### config.mk
export PLATFORM = sky130hd
export DESIGN_NAME = sfh_ctrl
export DESIGN_NICKNAME = d
export VERILOG_FILES = /design/src/rtl/sfh_pkg.sv /design/src/rtl/sfh_ctrl.sv
export VERILOG_INCLUDE_DIRS = /design/src /design/src/rtl
export SDC_FILE = /design/constraint.sdc
export NUM_CORES = 1
export LEC_CHECK = 0
export ABC_AREA = 1
export BUFFER_PORTS_ARGS = -buffer_cell sky130_fd_sc_hd__buf_2
export CORE_AREA = 2 2 39 41
export DETAILED_ROUTE_END_ITERATION = 7
export DIE_AREA = 0 0 41 43
export SLEW_MARGIN = 10
export SYNTH_ARGS = -nofsm -noshare
export SYNTH_HDL_FRONTEND = slang
export SYNTH_SLANG_ARGS = --single-unit
### constraint.sdc
create_clock -name clk -period 1.1 [get_ports clk]
set_input_delay 0.11 -clock clk [delete_from_list [all_inputs] [get_ports clk]]
set_output_delay 0.11 -clock clk [all_outputs]
set_load 0.01 [all_outputs]
### src/rtl/symbol_frequency_histogram_unit_assert.svh
`ifndef SYMBOL_FREQUENCY_HISTOGRAM_UNIT_ASSERT_SVH
`define SYMBOL_FREQUENCY_HISTOGRAM_UNIT_ASSERT_SVH

// Same-cycle implication, checked at every rising edge outside reset.
`define SFH_ASSERT_NOW(label, clk, rst, ante, cons) \
  label: assert property (@(posedge clk) disable iff (rst) (ante) |-> (cons)) \
    else $error("histogram unit: same-cycle check failed");

// Next-cycle implication, checked at every rising edge outside reset.
`define SFH_ASSERT_NEXT(label, clk, rst, ante, cons) \
  label: assert property (@(posedge clk) disable iff (rst) (ante) |=> (cons)) \
    else $error("histogram unit: next-cycle check failed");

`endif

### src/rtl/sfh_pkg.sv
package sfh_pkg;

  // Fixed field widths of the item, the result and the configuration port.
  localparam int SYM_BITS        = 16;
  localparam int LEN_BITS        = 17;
  localparam int READ_COUNT_BITS = 32;
  localparam int CFG_INDEX_BITS  = 2;
  localparam int CFG_DATA_BITS   = 17;

  // Function codes of an input item.
  localparam logic [1:0] FUNC_DATA  = 2'd0;
  localparam logic [1:0] FUNC_CLEAR = 2'd1;
  localparam logic [1:0] FUNC_READ  = 2'd2;

  // Configuration register indexes.
  localparam logic [CFG_INDEX_BITS-1:0] CFG_ELEMENT_BYTES = 2'd0;
  localparam logic [CFG_INDEX_BITS-1:0] CFG_TABLE_LENGTH  = 2'd1;

  // Reset value of the table length register.
  localparam logic [LEN_BITS-1:0] TABLE_LENGTH_RESET = 17'd256;

  // One input item.
  typedef struct packed {
    logic [1:0]          func;
    logic [7:0]          data_byte;
    logic                end_of_buffer;
    logic [SYM_BITS-1:0] read_index;
  } sfh_in_t;

  // One result item.
  typedef struct packed {
    logic [READ_COUNT_BITS-1:0] read_count;
    logic [SYM_BITS-1:0]        min_symbol;
    logic                       min_valid;
    logic                       symbol_counted;
    logic                       symbol_dropped;
  } sfh_out_t;

  // Commands from the controller to the datapath.
  typedef struct packed {
    logic accept;
    logic finish;
    logic clr_run;
  } sfh_cmd_t;

endpackage

### src/rtl/sfh_ctrl.sv
`include "symbol_frequency_histogram_unit_assert.svh"

module sfh_ctrl
  import sfh_pkg::*;
(
  input  logic       clk,
  input  logic       rst,
  input  logic       start,
  input  logic [1:0] func,
  input  logic       clr_last,
  output logic       busy,
  output logic       done,
  output sfh_cmd_t   cmd
);

  typedef enum logic [1:0] {
    S_WIPE,
    S_IDLE,
    S_CLEAR,
    S_FINISH
  } state_t;

  state_t state;

  // Busy and the commands follow from the state; accept also needs start.
  always_comb begin
    busy        = (state != S_IDLE);
    cmd.accept  = start && (state == S_IDLE);
    cmd.finish  = (state == S_FINISH);
    cmd.clr_run = (state == S_WIPE) || (state == S_CLEAR);
  end

  // State and the registered result strobe.
  always_ff @(posedge clk) begin
    if (rst) begin
      state <= S_WIPE;
      done  <= 1'b0;
    end else begin
      done <= (state == S_FINISH);
      case (state)
        S_WIPE: begin
          if (clr_last) state <= S_IDLE;
        end
        S_IDLE: begin
          if (start) begin
            if (func == FUNC_CLEAR) state <= S_CLEAR;
            else state <= S_FINISH;
          end
        end
        S_CLEAR: begin
          if (clr_last) state <= S_FINISH;
        end
        S_FINISH: begin
          state <= S_IDLE;
        end
        default: begin
          state <= S_IDLE;
        end
      endcase
    end
  end

  `SFH_ASSERT_NEXT(a_accept_busy, clk, rst, cmd.accept, busy)
  `SFH_ASSERT_NEXT(a_finish_done, clk, rst, state == S_FINISH, done && !busy)
  `SFH_ASSERT_NOW(a_done_idle, clk, rst, done, !busy)

endmodule

## After elaboration in Yosys (flattened, before gate mapping)

Cells that the tools add are included.

| storage, ports and cells | value |
|---|---|
| register bits | 3 |
| bits of input ports | 6 |
| output and inout port bits | 5 |
| logic and storage cells | 19 |

| operators by class | value |
|---|---|
| equal/unequal tests | 8 |
| mux-type cells | 5 |
| reductions and logical operators | 4 |

Operators with widths:

| operator | count |
|---|---|
| 2-bit one-hot mux with 4 select lines | 1 |
| 2-bit 2-to-1 mux | 3 |
| 2-bit != test, second input constant | 3 |
| 2-bit by 1-bit equality test with 1-bit output, second input constant | 2 |
| 2-bit equality test, second input constant | 2 |
| 3-bit AND reduction | 1 |
| 2-bit logical NOT | 1 |
| 2-bit by 1-bit != test with 1-bit output, second input constant | 1 |
| 1-bit logical AND | 1 |
| 1-bit logical OR | 1 |
| 1-bit 2-to-1 mux | 1 |

## Logic depth before layout (Yosys ltp)

| depth | value |
|---|---|
| depth after elaboration | 4 |
| mapped depth | 7 |
| depth with buffers taken out | 7 |

## Worst setup path before layout

No wires, ideal clock.

| path | value |
|---|---|
| path type | register to register |
| start | reg state[0] |
| end | reg state[0] |
| library setup time | 0.112 ns |
| data arrival time | 0.943 ns |
| data required time | 0.988 ns |
| slack | 0.046 ns |
| cell stages (with the launch flop) | 7 |
| buffers on the path | 0 |
| period minus slack after synthesis | 1.054 ns |
| cells stage by stage | dfxtp_1 -> inv_1 -> ha_1 -> o21ai_1 -> nand3_1 -> nor2_1 -> nor2_1 |

| on the way | value |
|---|---|
| cells in the longest elaborated chain, start to end | 3 |
| elaborated cells between the ends (all ways) | 9 |
| classes of those cells | 6 x eq/ne; 1 x mux; 2 x reduce/logical |

RTL lines:

| element | line | text |
|---|---|---|
| start: declaration | sfh_ctrl.sv:23 | `state_t state;` |
| start signal: assignment | sfh_ctrl.sv:36 | `state <= S_WIPE;` |
| start signal: assignment | sfh_ctrl.sv:42 | `if (clr_last) state <= S_IDLE;` |
| start signal: assignment | sfh_ctrl.sv:46 | `if (func == FUNC_CLEAR) state <= S_CLEAR;` |
| 2-bit equality test, or another cell as far along | sfh_ctrl.sv:40 | `case (state)` |
| 2-bit != test (no source line) | - |  |
| 3-bit AND reduction (no source line) | - |  |

Parallel ways exist; a longest one is shown, timed or not.
A chain may end at the register's enable or synchronous reset.

==> reports/qor.tcl <==
set qor(dr.first_iter.drc_count) 0
set qor(ir_drop_uv) 964
set qor(first_pass_grt_wire_length_um) 972
set qor(synth_cells) 33
set qor(achievable-frequency_mhz) 799
set qor(hold_start) {rst}
set qor(synth_top_cells_by_area) {sky130_fd_sc_hd__dfxtp_1 (26%), sky130_fd_sc_hd__ha_1 (22%), sky130_fd_sc_hd__inv_1 (13%)}
set qor(clock_tree.root_cell) {sky130_fd_sc_hd__clkbuf_4}
set qor(avgRoutedWirePerCell_um) 8.90
set qor(yosysMostFrequentCell) {sky130_fd_sc_hd__inv_1}
set qor(final_setup_margin_ns) -0.151
set qor(clock_latency_ns) 0.23
set qor(number_of_global_route_vias_before_repair) 271
set qor(timing.critical_path.from_type) {flop}
set qor(worst_hold_path_type) {in2reg}
set qor(setup_repair_after_global_routing_missed_its_margin) {yes}
set qor(whs_endpoint) {state[1]}
set qor(wire_length_after_detailed_routing_um) 605
set qor(critical_path.reg2reg.endpoint) {state[0]}
set qor(place_congestion) 0.672
set qor(numPortBuffers) 10
set qor(ys_top_cells_by_count) {sky130_fd_sc_hd__inv_1 (8), sky130_fd_sc_hd__nand2_1 (6), sky130_fd_sc_hd__ha_1 (4), sky130_fd_sc_hd__nor2_1 (4), sky130_fd_sc_hd__dfxtp_1 (3)}
set qor(totalNegativeSetupSlack_ns) -0.362
set qor(endpoint_required_time_on_the_critical_path_ns) 0.99
set qor(number_of_enable_flip_flop_cells_after_synthesis) 0
set qor(yosys_most_used_dff) {sky130_fd_sc_hd__dfxtp_1}
set qor(dieArea_um2) 1760
set qor(rr_worst_depth) 7
set qor(die_x_um) 41
set qor(timing.final.crit_period_ns) 1.25
set qor(synth_warnings) 0
set qor(transition_time_at_the_pin_with_the_least_slew_margin_ns) 0.118
set qor(numClockSinks) 3
set qor(htree_num_levels) 1
set qor(leakagePower_nw) 0.235
set qor(critPathCaptureType) {output pin}
set qor(floorplan.core_area_um2) 1380
set qor(detail_route.drc_violations) 0
set qor(io_pins) 11
set qor(final_antenna_net_count) 0
set qor(crit_type) {reg2out}
set qor(syn-num-nets) 43
set qor(yosysTopAreaCell) {sky130_fd_sc_hd__dfxtp_1}
set qor(worst_setup_hold_path_clk_slew_ns) 0.04
set qor(outcome) {complete, but fails checks}
set qor(violations) {negative setup slack}
set qor(worstReg2RegStart) {state[1]}
set qor(via_per_inst) 3.81
set qor(period_share_pct) 114
set qor(antennaDiodeCount) 0
set qor(total_via_count_in_the_routed_design) 259
set qor(detailedRoute.firstPassIterationCount) 1
set qor(cts.path.max_buffers) 2
set qor(power.density_nw_per_um2) 2770
set qor(area_delta_synth_final_pct) 108
set qor(pre_cts_ws_ns) -0.0739
set qor(clock_tree_from_tritoncts) {yes}
set qor(die-height_um) 43
set qor(asyncSetResetFlopFracSynth_pct) 0
set qor(hold_depth) 2
set qor(timing.final.hold_violations) 0
set qor(fin_skew_ns) 0.000487
set qor(overflow) 0
set qor(num_rows) 14
set qor(grt_max_degree) 4
set qor(synthesis.area_um2) 230
set qor(cap_violations) 0
set qor(detailedPlacementHpwl_um) 371
set qor(effective_utilization_at_floorplan_pct) 16.6
set qor(antenna_found_initial) 0
set qor(final_max_slew_viol_count) 0
set qor(total_clock_buffers_created_by_cts) 3
set qor(drive_gt1_share_pct) 69.2
set qor(postSynthRegisterBits) 3
set qor(timing.critical_path.arrival_ns) 1.14
set qor(grt.total_usage_pct) 8.63
set qor(fraction_of_synthesized_cell_area_taken_by_the_top_area_cell_type_pct) 26.1
set qor(crit_fanout) 3
set qor(seq_area_frac_synth_pct) 26.1
set qor(post_synth_cell_types) 13
set qor(reg2reg_setup_slack_ns) -0.07
set qor(max_slew_margin_pct) 92.2
set qor(per_instance_average_area_after_synthesis_um2) 6.98
set qor(post_layout_nets) 63
set qor(finalSetupViolations) 6
-- power by group --
part	leakage (nW)	switching (mW)	internal [mW]
Combinational	0.194	0.407	0.503
Sequential	0.0259	0.0516	0.169
Clock	0.0150	0.0564	0.136
Total	0.235	0.515	0.808
-- cell usage in the layout, fill, tap and decap left out --
master / synthesis / routed
sky130_fd_sc_hd__inv_1: 8 / 6
sky130_fd_sc_hd__buf_2: 0 / 6
sky130_fd_sc_hd__nand2_1: 6 / 5
sky130_fd_sc_hd__buf_6: 0 / 5
sky130_fd_sc_hd__ha_4: 0 / 4
sky130_fd_sc_hd__buf_4: 0 / 4
sky130_fd_sc_hd__inv_4: 0 / 3
sky130_fd_sc_hd__nor2_1: 4 / 3
sky130_fd_sc_hd__clkbuf_4: 0 / 3
sky130_fd_sc_hd__nand2_2: 1 / 2
sky130_fd_sc_hd__nand3_2: 1 / 2
sky130_fd_sc_hd__dfxtp_4: 0 / 2
sky130_fd_sc_hd__or2_4: 0 / 1
sky130_fd_sc_hd__o21ai_2: 0 / 1
sky130_fd_sc_hd__a21oi_2: 0 / 1
sky130_fd_sc_hd__o21bai_2: 1 / 1
sky130_fd_sc_hd__nor2_2: 0 / 1
sky130_fd_sc_hd__clkbuf_1: 0 / 1
sky130_fd_sc_hd__dfxtp_1: 3 / 1
-- how the worst max path moves through the flow --
stage	slack [ns]	startpoint	end
final	-0.15	state[1]	cmd[0]
after floorplan	0.05	state[0]	state[0]
after global routing	-0.20	state[0]	cmd[0]
after CTS	-0.17	state[0]	cmd[2]
after global placement	-0.05	state[0]	cmd[0]
after detailed placement	-0.07	state[0]	cmd[0]
-- timing repair --
| action | in CTS | in global routing |
|---|---|---|
| gates resized for setup | 19 | 9 |
| endpoints found under the setup margin | 6 | 6 |
| hold buffers | 0 | 0 |
| pin swaps | 4 | 2 |
| buffers inserted | 2 | 0 |
-- final cells by class --
type                    instances  area, um2
clock buffers                   4       26.3
fillers                       157        906
inverters                       9       41.3
multi-input cells              21        206
flip-flops and latches          3       67.6
well taps                      16       20.0
repair buffers                 15        116
-- state kept, by name, indices dropped and copies added, names as in the netlist --
name	flops
state	2
done	1
-- stage by stage --
step / instance area (um2) / util (%) / instances / hold slack, ns / power, mW
final: 478 / 34.5 / 68 / 0.0577 / 1.32
after CTS: 439 / 31.7 / 68 / 0.0422 / 1.20
after global routing: 478 / 34.5 / 68 / 0.0550 / 1.45
after floorplan: 230 / - / 33 / 0.179 / 0.508
after global placement: 323 / 23.3 / 62 / 0.301 / 0.691
after detailed placement: 323 / 23.3 / 62 / 0.303 / 0.697
-- worst max-delay path: stages (launching register included) --
cell,delay [ns]
sky130_fd_sc_hd__dfxtp_4,0.37
sky130_fd_sc_hd__inv_4,0.05
sky130_fd_sc_hd__ha_4,0.15
sky130_fd_sc_hd__or2_4,0.22
sky130_fd_sc_hd__buf_6,0.12
-- cells by family after synthesis --
family | after synthesis | share of synthesized area, %
AO/OA/AOI/OAI | 3 | 9.23
buffers and inverters | 9 | 14.7
adder cells (fa/ha/maj) | 4 | 21.7
AND/OR/NAND/NOR | 14 | 28.3
flip-flops | 3 | 26.1
-- layer usage --
metal,vias to the layer above,GRT usage [%],routed length [um]
met3,0,4.71,40
met1,114,7.37,235
met2,10,14.1,329
met5,-,0,0
met4,0,6.00,0
li1,135,-,-
Note: power is estimated with default switching activity, not from simulation.
